===== src/rtl/core/frac_pkg.sv =====
// Shared types and codes for the fraction reduce and arithmetic core.
package frac_pkg;

  localparam int unsigned FIELD_BITS = 32;
  localparam int unsigned KIND_BITS  = 3;

  typedef enum logic [KIND_BITS-1:0] {
    KIND_REDUCED  = 3'd0,
    KIND_SUM      = 3'd1,
    KIND_DIFF     = 3'd2,
    KIND_NEG      = 3'd3,
    KIND_PRODUCT  = 3'd4,
    KIND_QUOTIENT = 3'd5
  } kind_t;

  typedef enum logic [1:0] {
    OP_EUC,
    OP_QN,
    OP_QD
  } div_op_t;

  typedef enum logic [3:0] {
    ST_IDLE,
    ST_EUC_TEST,
    ST_DIV_MAGA,
    ST_DIV_MAGB,
    ST_DIV_RUN,
    ST_DIV_SIGN,
    ST_RED,
    ST_MUL_SETUP,
    ST_MUL_RUN,
    ST_SUM,
    ST_DIFF,
    ST_NEG,
    ST_EMIT
  } state_t;

endpackage


===== src/rtl/core/fraction_reduce_and_arithmetic_core.sv =====
// Fraction reduction by Euclid's algorithm and fraction arithmetic on one shared adder.
//
// Usage:
//   The in_ channel takes one item: two fractions as four signed 32-bit fields.
//   The first fraction is reduced by its Euclid divisor, then six result items
//   leave on the out_ channel in order: reduced first, sum, difference, negated
//   first, product, quotient (tlast set on the quotient). None but the first is
//   reduced; all arithmetic wraps at WORD_BITS bits.
//   Every step runs on one (WORD_BITS+1)-bit add/subtract unit under a sequencer:
//   a division runs two magnitude steps, one bit per cycle and a sign fix,
//   a multiplication a setup step and then shift and add.
//   How long an item takes is set by the Euclid loop, whose number of remainder
//   steps reaches up to about 46 at 32 bits.
//   in_tready is high only while idle; the next item is taken the cycle after
//   the quotient is taken.
//   A stalled receiver holds the block in its output phase with the current
//   result item held; nothing is lost.
//   Reset (rst_n low, synchronous) returns to idle and drops any item in work.
module fraction_reduce_and_arithmetic_core #(
  parameter int unsigned WORD_BITS = 32
) (
  input  logic         clk,
  input  logic         rst_n,
  input  logic         in_tvalid,
  output logic         in_tready,
  // [31:0] first_numerator, [63:32] first_denominator,
  // [95:64] second_numerator, [127:96] second_denominator
  input  logic [127:0] in_tdata,
  output logic         out_tvalid,
  input  logic         out_tready,
  // [31:0] result_numerator, [63:32] result_denominator
  output logic [63:0]  out_tdata,
  // [2:0] result_kind, [3] zero_divisor
  output logic [3:0]   out_tuser,
  // last_result
  output logic         out_tlast
);

  localparam int unsigned W     = WORD_BITS;
  localparam int unsigned AW    = WORD_BITS + 1;
  localparam int unsigned CNT_W = $clog2(WORD_BITS);
  localparam int unsigned FB    = frac_pkg::FIELD_BITS;
  localparam logic [CNT_W-1:0] CNT_LAST = CNT_W'(WORD_BITS - 1);

  // input fields at word width
  logic [W-1:0] in_an, in_ad, in_bn, in_bd;

  generate
    if (W <= FB) begin : g_in_trunc
      assign in_an = in_tdata[W-1:0];
      assign in_ad = in_tdata[FB+W-1:FB];
      assign in_bn = in_tdata[2*FB+W-1:2*FB];
      assign in_bd = in_tdata[3*FB+W-1:3*FB];
    end else begin : g_in_sext
      assign in_an = {{(W-FB){in_tdata[FB-1]}},   in_tdata[FB-1:0]};
      assign in_ad = {{(W-FB){in_tdata[2*FB-1]}}, in_tdata[2*FB-1:FB]};
      assign in_bn = {{(W-FB){in_tdata[3*FB-1]}}, in_tdata[3*FB-1:2*FB]};
      assign in_bd = {{(W-FB){in_tdata[4*FB-1]}}, in_tdata[4*FB-1:3*FB]};
    end
  endgenerate

  frac_pkg::state_t  state_r, state_nxt;
  frac_pkg::kind_t   kind_r, kind_nxt;
  frac_pkg::div_op_t div_op_r, div_op_nxt;

  logic [W-1:0]     an_r, an_nxt, ad_r, ad_nxt, bn_r, bn_nxt, bd_r, bd_nxt;
  logic [W-1:0]     ea_r, ea_nxt, eb_r, eb_nxt;
  logic [W-1:0]     quo_r, quo_nxt, rem_r, rem_nxt, dsr_r, dsr_nxt;
  logic             div_neg_r, div_neg_nxt;
  logic [CNT_W-1:0] cnt_r, cnt_nxt;
  logic [W-1:0]     acc_r, acc_nxt, mcand_r, mcand_nxt, mplier_r, mplier_nxt;
  logic [1:0]       mul_idx_r, mul_idx_nxt;
  // products: an*bd, ad*bn, ad*bd, an*bn
  logic [W-1:0]     prod_r [4];
  logic [W-1:0]     prod_nxt [4];
  logic [W-1:0]     sum_r, sum_nxt, diff_r, diff_nxt, neg_r, neg_nxt;
  logic             zd_r, zd_nxt;

  // shared add/subtract unit
  logic [AW-1:0] add_x, add_y;
  logic          add_sub;
  logic [AW:0]   add_res;

  assign add_res = {1'b0, add_x} + {1'b0, (add_sub ? ~add_y : add_y)}
                 + {{AW{1'b0}}, add_sub};

  logic [AW-1:0] trial;
  assign trial = {rem_r, quo_r[W-1]};

  always_comb begin
    state_nxt   = state_r;
    kind_nxt    = kind_r;
    div_op_nxt  = div_op_r;
    an_nxt      = an_r;
    ad_nxt      = ad_r;
    bn_nxt      = bn_r;
    bd_nxt      = bd_r;
    ea_nxt      = ea_r;
    eb_nxt      = eb_r;
    quo_nxt     = quo_r;
    rem_nxt     = rem_r;
    dsr_nxt     = dsr_r;
    div_neg_nxt = div_neg_r;
    cnt_nxt     = cnt_r;
    acc_nxt     = acc_r;
    mcand_nxt   = mcand_r;
    mplier_nxt  = mplier_r;
    mul_idx_nxt = mul_idx_r;
    for (int i = 0; i < 4; i++) prod_nxt[i] = prod_r[i];
    sum_nxt     = sum_r;
    diff_nxt    = diff_r;
    neg_nxt     = neg_r;
    zd_nxt      = zd_r;
    add_x       = '0;
    add_y       = '0;
    add_sub     = 1'b0;

    unique case (state_r)
      frac_pkg::ST_IDLE: begin
        if (in_tvalid) begin
          an_nxt    = in_an;
          ad_nxt    = in_ad;
          bn_nxt    = in_bn;
          bd_nxt    = in_bd;
          ea_nxt    = in_an;
          eb_nxt    = in_ad;
          zd_nxt    = 1'b0;
          state_nxt = frac_pkg::ST_EUC_TEST;
        end
      end
      frac_pkg::ST_EUC_TEST: begin
        if (eb_r == '0) begin
          state_nxt = frac_pkg::ST_RED;
        end else begin
          quo_nxt     = ea_r;
          dsr_nxt     = eb_r;
          div_neg_nxt = ea_r[W-1];
          div_op_nxt  = frac_pkg::OP_EUC;
          state_nxt   = frac_pkg::ST_DIV_MAGA;
        end
      end
      frac_pkg::ST_DIV_MAGA: begin
        add_y     = {1'b0, quo_r};
        add_sub   = quo_r[W-1];
        quo_nxt   = add_res[W-1:0];
        state_nxt = frac_pkg::ST_DIV_MAGB;
      end
      frac_pkg::ST_DIV_MAGB: begin
        add_y     = {1'b0, dsr_r};
        add_sub   = dsr_r[W-1];
        dsr_nxt   = add_res[W-1:0];
        rem_nxt   = '0;
        cnt_nxt   = '0;
        state_nxt = frac_pkg::ST_DIV_RUN;
      end
      frac_pkg::ST_DIV_RUN: begin
        // restoring step: carry out means the trial remainder covers the divisor
        add_x   = trial;
        add_y   = {1'b0, dsr_r};
        add_sub = 1'b1;
        rem_nxt = add_res[AW] ? add_res[W-1:0] : trial[W-1:0];
        quo_nxt = {quo_r[W-2:0], add_res[AW]};
        cnt_nxt = cnt_r + 1'b1;
        if (cnt_r == CNT_LAST) state_nxt = frac_pkg::ST_DIV_SIGN;
      end
      frac_pkg::ST_DIV_SIGN: begin
        add_y   = {1'b0, (div_op_r == frac_pkg::OP_EUC) ? rem_r : quo_r};
        add_sub = div_neg_r;
        unique case (div_op_r)
          frac_pkg::OP_EUC: begin
            ea_nxt    = eb_r;
            eb_nxt    = add_res[W-1:0];
            state_nxt = frac_pkg::ST_EUC_TEST;
          end
          frac_pkg::OP_QN: begin
            an_nxt      = add_res[W-1:0];
            quo_nxt     = ad_r;
            dsr_nxt     = ea_r;
            div_neg_nxt = ad_r[W-1] ^ ea_r[W-1];
            div_op_nxt  = frac_pkg::OP_QD;
            state_nxt   = frac_pkg::ST_DIV_MAGA;
          end
          frac_pkg::OP_QD: begin
            ad_nxt      = add_res[W-1:0];
            mul_idx_nxt = '0;
            state_nxt   = frac_pkg::ST_MUL_SETUP;
          end
          default: state_nxt = frac_pkg::ST_IDLE;
        endcase
      end
      frac_pkg::ST_RED: begin
        if (ea_r == '0) begin
          // 0/0: pass the first fraction through and flag it
          zd_nxt      = 1'b1;
          mul_idx_nxt = '0;
          state_nxt   = frac_pkg::ST_MUL_SETUP;
        end else begin
          quo_nxt     = an_r;
          dsr_nxt     = ea_r;
          div_neg_nxt = an_r[W-1] ^ ea_r[W-1];
          div_op_nxt  = frac_pkg::OP_QN;
          state_nxt   = frac_pkg::ST_DIV_MAGA;
        end
      end
      frac_pkg::ST_MUL_SETUP: begin
        unique case (mul_idx_r)
          2'd0: begin mcand_nxt = an_r; mplier_nxt = bd_r; end
          2'd1: begin mcand_nxt = ad_r; mplier_nxt = bn_r; end
          2'd2: begin mcand_nxt = ad_r; mplier_nxt = bd_r; end
          default: begin mcand_nxt = an_r; mplier_nxt = bn_r; end
        endcase
        acc_nxt   = '0;
        cnt_nxt   = '0;
        state_nxt = frac_pkg::ST_MUL_RUN;
      end
      frac_pkg::ST_MUL_RUN: begin
        add_x      = {1'b0, acc_r};
        add_y      = {1'b0, (mplier_r[0] ? mcand_r : {W{1'b0}})};
        acc_nxt    = add_res[W-1:0];
        mcand_nxt  = {mcand_r[W-2:0], 1'b0};
        mplier_nxt = {1'b0, mplier_r[W-1:1]};
        cnt_nxt    = cnt_r + 1'b1;
        if (cnt_r == CNT_LAST) begin
          prod_nxt[mul_idx_r] = add_res[W-1:0];
          mul_idx_nxt         = mul_idx_r + 1'b1;
          state_nxt = (mul_idx_r == 2'd3) ? frac_pkg::ST_SUM : frac_pkg::ST_MUL_SETUP;
        end
      end
      frac_pkg::ST_SUM: begin
        add_x     = {1'b0, prod_r[0]};
        add_y     = {1'b0, prod_r[1]};
        sum_nxt   = add_res[W-1:0];
        state_nxt = frac_pkg::ST_DIFF;
      end
      frac_pkg::ST_DIFF: begin
        add_x     = {1'b0, prod_r[0]};
        add_y     = {1'b0, prod_r[1]};
        add_sub   = 1'b1;
        diff_nxt  = add_res[W-1:0];
        state_nxt = frac_pkg::ST_NEG;
      end
      frac_pkg::ST_NEG: begin
        add_y     = {1'b0, an_r};
        add_sub   = 1'b1;
        neg_nxt   = add_res[W-1:0];
        kind_nxt  = frac_pkg::KIND_REDUCED;
        state_nxt = frac_pkg::ST_EMIT;
      end
      frac_pkg::ST_EMIT: begin
        if (out_tready) begin
          if (kind_r == frac_pkg::KIND_QUOTIENT) begin
            kind_nxt  = frac_pkg::KIND_REDUCED;
            state_nxt = frac_pkg::ST_IDLE;
          end else begin
            kind_nxt = frac_pkg::kind_t'(kind_r + 3'd1);
          end
        end
      end
      default: state_nxt = frac_pkg::ST_IDLE;
    endcase
  end

  always_ff @(posedge clk) begin
    if (!rst_n) begin
      state_r   <= frac_pkg::ST_IDLE;
      kind_r    <= frac_pkg::KIND_REDUCED;
      div_op_r  <= frac_pkg::OP_EUC;
      mul_idx_r <= '0;
      cnt_r     <= '0;
    end else begin
      state_r   <= state_nxt;
      kind_r    <= kind_nxt;
      div_op_r  <= div_op_nxt;
      mul_idx_r <= mul_idx_nxt;
      cnt_r     <= cnt_nxt;
    end
  end

  always_ff @(posedge clk) begin
    an_r      <= an_nxt;
    ad_r      <= ad_nxt;
    bn_r      <= bn_nxt;
    bd_r      <= bd_nxt;
    ea_r      <= ea_nxt;
    eb_r      <= eb_nxt;
    quo_r     <= quo_nxt;
    rem_r     <= rem_nxt;
    dsr_r     <= dsr_nxt;
    div_neg_r <= div_neg_nxt;
    acc_r     <= acc_nxt;
    mcand_r   <= mcand_nxt;
    mplier_r  <= mplier_nxt;
    for (int i = 0; i < 4; i++) prod_r[i] <= prod_nxt[i];
    sum_r     <= sum_nxt;
    diff_r    <= diff_nxt;
    neg_r     <= neg_nxt;
    zd_r      <= zd_nxt;
  end

  // result selection
  logic [W-1:0]  sel_num, sel_den;
  logic [FB-1:0] res_num, res_den;

  always_comb begin
    case (kind_r)
      frac_pkg::KIND_REDUCED:  begin sel_num = an_r;      sel_den = ad_r;      end
      frac_pkg::KIND_SUM:      begin sel_num = sum_r;     sel_den = prod_r[2]; end
      frac_pkg::KIND_DIFF:     begin sel_num = diff_r;    sel_den = prod_r[2]; end
      frac_pkg::KIND_NEG:      begin sel_num = neg_r;     sel_den = ad_r;      end
      frac_pkg::KIND_PRODUCT:  begin sel_num = prod_r[3]; sel_den = prod_r[2]; end
      frac_pkg::KIND_QUOTIENT: begin sel_num = prod_r[0]; sel_den = prod_r[1]; end
      default:                 begin sel_num = '0;        sel_den = '0;        end
    endcase
  end

  generate
    if (W >= FB) begin : g_out_trunc
      assign res_num = sel_num[FB-1:0];
      assign res_den = sel_den[FB-1:0];
    end else begin : g_out_sext
      assign res_num = {{(FB-W){sel_num[W-1]}}, sel_num};
      assign res_den = {{(FB-W){sel_den[W-1]}}, sel_den};
    end
  endgenerate

  assign in_tready  = (state_r == frac_pkg::ST_IDLE);
  assign out_tvalid = (state_r == frac_pkg::ST_EMIT);
  assign out_tdata  = {res_den, res_num};
  assign out_tuser  = {zd_r, kind_r};
  assign out_tlast  = (kind_r == frac_pkg::KIND_QUOTIENT);

  // checks
  a_no_overlap: assert property (@(posedge clk) disable iff (!rst_n)
    out_tvalid |-> !in_tready)
    else $error("input taken while results pending");

  a_idle_after_last: assert property (@(posedge clk) disable iff (!rst_n)
    out_tvalid && out_tready && out_tlast |=> in_tready)
    else $error("not idle after final result");

  a_busy_after_accept: assert property (@(posedge clk) disable iff (!rst_n)
    in_tvalid && in_tready |=> !in_tready && !out_tvalid)
    else $error("sequencer did not start on accepted item");

  a_nonzero_divisor: assert property (@(posedge clk) disable iff (!rst_n)
    state_r == frac_pkg::ST_DIV_RUN |-> dsr_r != '0)
    else $error("division by zero in shared unit");

  a_div_runs: assert property (@(posedge clk) disable iff (!rst_n)
    state_r == frac_pkg::ST_DIV_RUN && cnt_r != CNT_LAST
      |=> state_r == frac_pkg::ST_DIV_RUN)
    else $error("division left early");

endmodule

===== config.mk =====
export PLATFORM = sky130hd
export DESIGN_NAME = fraction_reduce_and_arithmetic_core
export DESIGN_NICKNAME = d
export VERILOG_FILES = /design/src/rtl/core/frac_pkg.sv /design/src/rtl/core/fraction_reduce_and_arithmetic_core.sv
export SDC_FILE = /design/constraint.sdc
export NUM_CORES = 1
export LEC_CHECK = 0
export BUFFER_PORTS_ARGS = -buffer_cell sky130_fd_sc_hd__buf_2
export CELL_PAD_IN_SITES_DETAIL_PLACEMENT = 0
export CELL_PAD_IN_SITES_GLOBAL_PLACEMENT = 1
export CORE_ASPECT_RATIO = 1.4
export CORE_UTILIZATION = 37
export CTS_CLUSTER_DIAMETER = 150
export DETAILED_ROUTE_END_ITERATION = 8
export GPL_TIMING_DRIVEN = 1
export PLACE_DENSITY = 0.72
export SYNTH_ARGS = -nofsm -noshare
export SYNTH_HDL_FRONTEND = slang
export SYNTH_SLANG_ARGS = --single-unit

===== constraint.sdc =====
create_clock -name clk -period 10.9 [get_ports clk]
set_input_delay 2.18 -clock clk [delete_from_list [all_inputs] [get_ports clk]]
set_output_delay 2.18 -clock clk [all_outputs]
set_load 0.02 [all_outputs]

Yosys cells after proc, flatten, opt, wreduce, memory -nomap -nowiden:

Memory sizes are Yosys's and may differ from the RTL's.
Cells that the tools add are included.

* register bits: 498
* RAM bits: 128
* input bits: 132
* memories kept: 1

* add/sub/neg operators: 5
* order comparisons: 2
* equality and inequality tests: 34
* mux-type cells: 67
* bitwise gates (word level): 4
* reduce and logical (&&, ||, !) cells: 37

Memories
* prod_r: depth 4, bits a word 32, read ports 4, clocked after memory_dff 0, wr ports 4, line fraction_reduce_and_arithmetic_core.sv:74 `logic [W-1:0] prod_r [4];`

Operators by type and width (number)
* $mux W32: 18
* $pmux W32 S2: 8
* $pmux W32 S6: 2
* $mux W128: 2
* $pmux W32 S5: 1
* $bwmux W128: 1
* $pmux W32 S4: 1
* $pmux W33 S3: 1
* $pmux W32 S3: 1
* $demux W32 S2: 1
* $logic_not A32 Y1: 2
* $pmux W4 S13: 1
* $add A33 B33 Y34: 1
* $add A34 B1 Y34: 1
* $mux W33: 1
* $not A33 Y33: 1
* $mux W4: 6
* $eq A4 B4 Y1 const B: 5
* $ne A2 B2 Y1 const B: 9
* $eq A4 B3 Y1 const B: 4
* $reduce_and A4 Y1: 4
* $reduce_or A2 Y1: 7
* $mux W2: 6
* $mux W3: 4
* other kinds (36): 61

Depth between registers and ports, before layout:

Gate-level depths: netlist (run 1).

* depth after elaboration: 10
* gate-level depth with buffers: 24

Worst setup path after synthesis (run 1):

OpenSTA, ideal clock, no wires.

* path kind: register -> register
* start point: register state_r[1]
* end point: register cnt_r[2]
* arrival time: 8.804 ns
* setup slack: 1.981 ns
* cell stages (with the launch flop): 9
* cell sequence: dfxtp_1 -> buf_2 -> clkbuf_1 -> nand2_1 -> o21ai_0 -> nor2_1 -> o21ai_0 -> o21ai_0 -> and2_1

* longest elaborated chain between the ends: 3
* elaborated cells on any way between the ends: 8
* classes of those cells: eq/ne: 4; mux: 1; reduce/logical: 3

Ends and longest elaborated chain
* start: declaration: line fraction_reduce_and_arithmetic_core.sv:62 `frac_pkg::state_t state_r, state_nxt;`
* start signal: assignment: line fraction_reduce_and_arithmetic_core.sv:265 `state_r <= frac_pkg::ST_IDLE;`
* start signal: assignment: line fraction_reduce_and_arithmetic_core.sv:271 `state_r <= state_nxt;`
* $eq A4 B4 Y1, or another cell as far along: line fraction_reduce_and_arithmetic_core.sv:118 `unique case (state_r)`
* $reduce_or A2 Y1 (no line)
* $pmux W5 S2 or $reduce_bool A2 Y1 (tied branches)
* end signal: assignment: line fraction_reduce_and_arithmetic_core.sv:275 `cnt_r <= cnt_nxt;`
* end: declaration: line fraction_reduce_and_arithmetic_core.sv:70 `logic [CNT_W-1:0] cnt_r, cnt_nxt;`

Several ways; a longest one is shown, not always the timed one.
A chain may end at the register's enable or synchronous reset.

Final worst setup path (run 1):

* start point: register state_r[3]
* end point: register diff_r[28] (data pin)

* longest elaborated chain between the ends: 7
* elaborated cells on any way between the ends: 18
* classes of those cells: add/sub: 2; eq/ne: 8; mux: 4; bitwise: 1; reduce/logical: 3

Ends and longest elaborated chain
* $eq A4 B4 Y1, or another cell as far along: line fraction_reduce_and_arithmetic_core.sv:118
* $reduce_or A2 Y1 (no line)
* $pmux W32 S6: line fraction_reduce_and_arithmetic_core.sv:118
* $not A33 Y33: line fraction_reduce_and_arithmetic_core.sv:84 `assign add_res = {1'b0, add_x} + {1'b0, (add_sub ? ~add_y : add_y)}`
* $mux W33: line fraction_reduce_and_arithmetic_core.sv:84
* $add A33 B33 Y34: line fraction_reduce_and_arithmetic_core.sv:84
* $add A34 B1 Y34 (*): line fraction_reduce_and_arithmetic_core.sv:85 `+ {{AW{1'b0}}, add_sub};`
* via add_res[28]: line fraction_reduce_and_arithmetic_core.sv:82 `logic [AW:0] add_res;`
* end signal: assignment: line fraction_reduce_and_arithmetic_core.sv:295 `diff_r <= diff_nxt;`
* end: declaration: line fraction_reduce_and_arithmetic_core.sv:76 `logic [W-1:0] sum_r, sum_nxt, diff_r, diff_nxt, neg_r, neg_nxt;`

Mark *: on every way through the listed nets, which the timed path passes. The rest lies on a longest branch.

==> metrics.md, run 1 <==
| Metric | Value |
|---|---|
| Setup WS post-layout | `4.288 ns` |
| CP Launch Type | `flop` |
| Worst-margin pin slew | `1.203 ns` |
| Die Y | `332.5 µm` |
| Worst EP required | `11.24 ns` |
| Initial DRT Pass Iterations | `9` |
| Clock-pin slew on the worst setup and hold paths | `0.07 ns` |
| Initial antenna violation count | `3` |
| Largest net degree at the start of global routing | `90` |
| Most flops, register | `prod_r` |
| Syn Inst Count | `2337` |
| CTS resizes | `0` |
| Aggregate global routing overflow | `0` |
| Fin. Hold Viols | `0` |
| WL final | `95960 µm` |
| Routed Antenna Nets | `0` |
| Top-count cell post-synth | `edfxtp_1` |
| Vias in the first global route | `21550` |
| Clk root buf | `clkbuf_16` |
| Setup Crit Path Kind | `flop to flop` |
| RSZ-0062 raised after global routing | `no` |
| 1st-iter DRT viols | `2989` |
| Full die area | `79140 µm²` |
| FP Rows | `120` |
| Synth unique cells | `64` |
| Gr usage total | `23.96%` |
| I/O Buffers | `202` |
| Final Instance Count excl. Fillers | `3572` |
| DR vias | `21340` |
| Core Box Area | `76870 µm²` |
| Crit Path Max Fanout | `49` |
| Synth cell count leaders | `edfxtp_1 (610), nand2_1 (292), a222oi_1 (153)` |
| Drt wl/cell | `26.86 µm` |
| Layout area overhead | `14.48%` |
| Total setup buffers inserted after CTS | `0` |
| Max Clk Rate | `151.2 MHz` |
| Slew Viols, Final | `0` |
| Failing checks | `design-rule violations` |
| Crit path DAT | `6.95 ns` |
| Setup crit end kind | `flop` |
| Mean post-synth cell area | `12.35 µm²` |
| Deepest clock path buffer count | `3` |
| CTS Buf Count | `60` |
| Sequential fraction of the synthesis area | `64.57%` |
| Synth async-reset ratio | `0%` |
| Post-route minimum period | `6.612 ns` |
| Fin nets | `2662` |
| HPWL after DPL | `62430 µm` |
| Slew Limit Headroom | `19.18%` |
| Post-route setup TNS | `0 ns` |
| Max_cap viols | `0` |
| First-pass GRT wire length | `140900 µm` |
| Period utilization | `60.66%` |
| CTS tree | `done` |
| Status | `complete, but fails checks` |
| Post-Synthesis Cell Area | `28860 µm²` |
| Post-DR vias/cell | `5.975` |
| Initial Utilization | `37.55%` |
| Residual DRC | `9` |
| Largest area contributor in the netlist | `edfxtp_1` |
| Final Skew | `0.02943 ns` |
| Clock sink count | `626` |
| Diode count | `0` |
| I/O Pins | `203` |
| Placer Congestion | `0.8892` |
| Hold buffers post-CTS | `0` |
| Worst hold path type | `flop to flop` |
| Pwr/cell area | `268.4 nW/µm²` |
| Max reg flops | `128` |
| Syn_nets | `2513` |
| Clk_lat worst skew | `0.66 ns` |
| Share of the synthesized area in the top cell type | `63.46%` |
| Post-synthesis register bit count | `626` |
| Dpl ws | `4.414 ns` |
| Area contributors post-synth | `edfxtp_1 (63%), a222oi_1 (5.3%), nand2_1 (3.8%), a22oi_1 (3.5%), mux2i_1 (2.5%)` |
| Main synth FF type | `edfxtp_1` |
| Placed Instances | `3461` |
| Layout cells sized above 1 | `15.78%` |
| Final setup fails | `0` |
| EDFF count, synth | `610` |
| Static Leakage | `12.23 nW` |
| Htree depth | `2` |
| Die W | `238.1 µm` |
| YS warnings | `0` |
| VDD IR-drop max | `0.1440 mV` |
-- layout make-up --
class / instances / area (µm²)
Sequential cell: 626 / 18640
Clock buffer: 71 / 1584
Tap cell: 1037 / 1297
Inverter: 115 / 431.7
Fill cell: 7224 / 43830
Timing Repair Buffer: 249 / 1364
Multi-Input combinational cell: 1434 / 9336
Clock inverter: 40 / 390.4
-- logic make-up (layout without fill, tap and decap cells) --
kind of cell	Yosys count	after routing	share of synthesized area, %
DFF	626	626	64.57
adders and majority gates	44	44	1.933
muxes	73	73	2.545
buffers and inverters	277	475	3.667
and+or+nand+nor	612	612	9.299
AOI/OAI and AO/OA	642	642	16.07
xor gates and xnor gates	63	63	1.912
-- final timing paths --
path,start,endpoint,slack (ns),cells past startpoint
worst max-delay path,state_r[3],diff_r[28],4.29,15
worst min-delay path,cnt_r[3],cnt_r[3],0.47,1
worst max register to register,state_r[3],diff_r[28],4.29,15
worst min register to register,cnt_r[3],cnt_r[3],0.47,1
-- power breakdown --
group	switching, W	internal (W)	total (W)	leakage [nW]
sequential	0.000347	0.00359	0.00394	5.85
combinational	0.00202	0.000778	0.00279	5.43
clock	0.000950	0.00118	0.00213	0.951
total	0.00331	0.00556	0.00887	12.2
-- per-stage QoR --
step           hold slack [ns]  power [W]  util (%)  area, µm²
3_5_place_dp            0.4541   0.006749     40.41      31070
5_1_grt                 0.4841   0.009253     42.98      33040
3_3_place_gp            0.4229   0.006664     40.41      31070
4_1_cts                 0.4662   0.008876     42.98      33040
2_1_floorplan           0.4146   0.005630         -      28860
6_report                0.4739   0.008869     42.98      33040
-- per-layer routing --
layer  track usage (%)  wire length (µm)
met1             28.45             34410
met2             41.74             48510
met3             3.527              7726
met4             12.64              5285
met5                 0                30
-- worst max-delay path, cell delays in order, from the launching register on --
cell and delay (ns):
dfxtp_1 0.77, nand2b_1 0.47, nor2_4 0.61, buf_4 0.77, a222oi_1 0.17, nand2_1 0.16, xnor2_1 0.08, ha_1 0.39
and3_1 0.28, nor4b_1 0.86, nor3_1 0.15, a21o_1 0.25, o311ai_0 0.37, a21oi_1 0.14, xor2_1 0.56, inv_1 0.24
-- cell usage in the layout, fill, tap and decap left out, types with 61 or more instances in the layout --
cell type	count
o21ai_0	105
nor2_1	139
mux2i_1	72
buf_2	202
edfxtp_1	610
inv_1	113
clkbuf_16	61
nand2_1	289
a21oi_1	138
a22oi_1	135
a222oi_1	153
(Power assumes the default switching activity.)
==> inputs of run 2 (changes only) <==
--- a/config.mk
+++ b/config.mk
@@ -13,7 +13,7 @@
 export CTS_CLUSTER_DIAMETER = 150
 export DETAILED_ROUTE_END_ITERATION = 8
 export GPL_TIMING_DRIVEN = 1
-export PLACE_DENSITY = 0.72
+export PLACE_DENSITY = 0.74
 export SYNTH_ARGS = -nofsm -noshare
 export SYNTH_HDL_FRONTEND = slang
 export SYNTH_SLANG_ARGS = --single-unit
==> constraint.sdc (replaced) <==
create_clock -name clk -period 5.75 [get_ports clk]
set_input_delay 1.15 -clock clk [delete_from_list [all_inputs] [get_ports clk]]
set_output_delay 1.15 -clock clk [all_outputs]
set_load 0.02 [all_outputs]
==> metrics.md, run 2 (synthesis gave the netlist of run 1 again) <==
| Metric | Value |
|---|---|
| Worst-margin pin slew | `1.232 ns` |
| Deepest clock path buffer count | `3` |
| Post-DR vias/cell | `5.971` |
| CTS tree | `done` |
| Clk root buf | `clkbuf_16` |
| Total setup buffers inserted after CTS | `0` |
| Final Skew | `0.02032 ns` |
| Multi-input gate area | `9336 µm²` |
| Worst EP required | `6.08 ns` |
| Full die area | `79140 µm²` |
| Fill count | `7171` |
| Layout area overhead | `15.70%` |
| Vias in the first global route | `21620` |
| Residual DRC | `15` |
| Static Leakage | `12.41 nW` |
| Most frequent cells in the layout | `edfxtp_1 (610), nand2_1 (289), buf_2 (202)` |
| VDD IR-drop max | `0.2871 mV` |
| Initial antenna violation count | `4` |
| Most common cell after layout, fill and taps aside | `edfxtp_1` |
| Post-route minimum period | `5.296 ns` |
| Max reg flops | `128` |
| RSZ-0062 raised after global routing | `no` |
| Worst hold path type | `flop to flop` |
| Htree depth | `2` |
| Max Clk Rate | `188.8 MHz` |
| Hold buffers post-CTS | `0` |
| Failing checks | `design-rule violations` |
| Max_cap viols | `0` |
| 1st-iter DRT viols | `3233` |
| Clock-pin slew on the worst setup and hold paths | `0.06 ns` |
| FF+latch area | `18640 µm²` |
| CTS resizes | `0` |
| CP Launch Type | `flop` |
| Slowest-stage cell, CP | `nor2_4` |
| Crit path launch | `state_r[0]` |
| Placed Instances | `3489` |
| Setup Crit Path Kind | `flop to flop` |
| FP Rows | `120` |
| WL final | `96030 µm` |
| Crit-path cells | `buf_4 -> inv_1 -> nand2_1 -> nor2_4 -> a222oi_1 -> inv_1 -> ha_1 -> and3_1 -> a31oi_1 -> nand3_1 -> o21ai_0 -> o21ai_0 -> a21boi_0 -> o21bai_1 -> xnor2_1 -> inv_1` |
| Diode count | `0` |
| Setup crit end kind | `flop` |
| Clock sink count | `626` |
| Most common cell on crit path | `inv_1` |
| Crit path DAT | `5.62 ns` |
| Clk_lat worst skew | `0.65 ns` |
| Fin. Hold Viols | `0` |
| Most flops, register | `prod_r` |
| Final setup fails | `0` |
| Drt wl/cell | `26.67 µm` |
| Initial DRT Pass Iterations | `9` |
| Initial Utilization | `37.55%` |
| Core Box Area | `76870 µm²` |
| I/O Pins | `203` |
| Die W | `238.1 µm` |
| Routed Antenna Nets | `0` |
| Slowest Stage Delay on Critical Path | `0.74 ns` |
| Crit Path Max Fanout | `26` |
| Placer Congestion | `0.9879` |
| Largest net degree at the start of global routing | `157` |
| Post-route setup TNS | `0 ns` |
| Aggregate global routing overflow | `0` |
| Worst r2r src | `state_r[0]` |
| Layout cells sized above 1 | `16.50%` |
| Period utilization | `92.10%` |
| CTS Buf Count | `59` |
| Die Y | `332.5 µm` |
| HPWL after DPL | `63670 µm` |
| First-pass GRT wire length | `141300 µm` |
| DR vias | `21500` |
| Pwr/cell area | `506.0 nW/µm²` |
| I/O Buffers | `202` |
| Hold_sp | `cnt_r[3]` |
| Fin nets | `2689` |
| Slew Limit Headroom | `17.28%` |
| Slew Viols, Final | `0` |
| Final Instance Count excl. Fillers | `3601` |
| Status | `complete, but fails checks` |
| Gr usage total | `23.98%` |
run 2: cell count changes in the layout (fill, tap and decap cells not counted), sizes merged:
cell / delta
buf: +28
bufinv: +1
clkbuf: +3
clkinv: -1
clkinvlp: -2
run 2: path summary, 6_finish.rpt:
path | endpoint | slack, ns | cells after the start
setup / recovery | diff_r[24] | 0.45 | 16
hold / removal | cnt_r[3] | 0.50 | 1
setup reg to reg | diff_r[24] | 0.45 | 16
hold reg to reg | cnt_r[3] | 0.50 | 1
run 2: area by class of cell:
class	instances	share of cell area, %
sequential	626	55.81
multi-input combinational	1434	27.96
timing repair buffer	277	5.163
clock buffer	74	4.653
tap	1037	3.885
inverter	115	1.293
clock inverter	38	1.236
run 2: stage by stage:
step / instance area (µm²) / hold slack, ns / utilization [%] / setup slack [ns] / power, W
6_report: 33390 / 0.5014 / 43.44 / 0.4544 / 0.01690
4_1_cts: 33390 / 0.4963 / 43.44 / 0.6088 / 0.01688
2_1_floorplan: 28870 / 0.4146 / - / 0.3109 / 0.01067
3_3_place_gp: 31430 / 0.4233 / 40.88 / 0.6871 / 0.01272
3_5_place_dp: 31430 / 0.4900 / 40.88 / 0.6340 / 0.01286
5_1_grt: 33390 / 0.5218 / 43.44 / 0.09676 / 0.01762
run 2: critical path, delay by kind of cell, from the launching register on:
kind,cells,cell delay [ns]
AO/OA/AOI/OAI,6,1.46
XOR/XNOR,1,0.53
adder cells (fa/ha/maj),1,0.30
buffers and inverters,4,0.76
flip-flops,1,0.39
AND/OR/NAND/NOR,4,1.52
run 2: power by group:
part | leakage (nW) | internal, W | total, W | switching (W)
sequential | 5.85 | 0.00681 | 0.00745 | 0.000633
clock | 0.947 | 0.00225 | 0.00402 | 0.00177
combinational | 5.62 | 0.00159 | 0.00543 | 0.00384
run 2: per-layer routing:
| layer | wire [µm] | vias to the layer above | global-route usage (%) |
|---|---|---|---|
| met5 | 41 | - | 0 |
| met4 | 4611 | 8 | 11.12 |
| met3 | 7812 | 260 | 3.901 |
| met2 | 48310 | 1229 | 41.63 |
| met1 | 35250 | 10610 | 28.97 |
| li1 | - | 9393 | - |
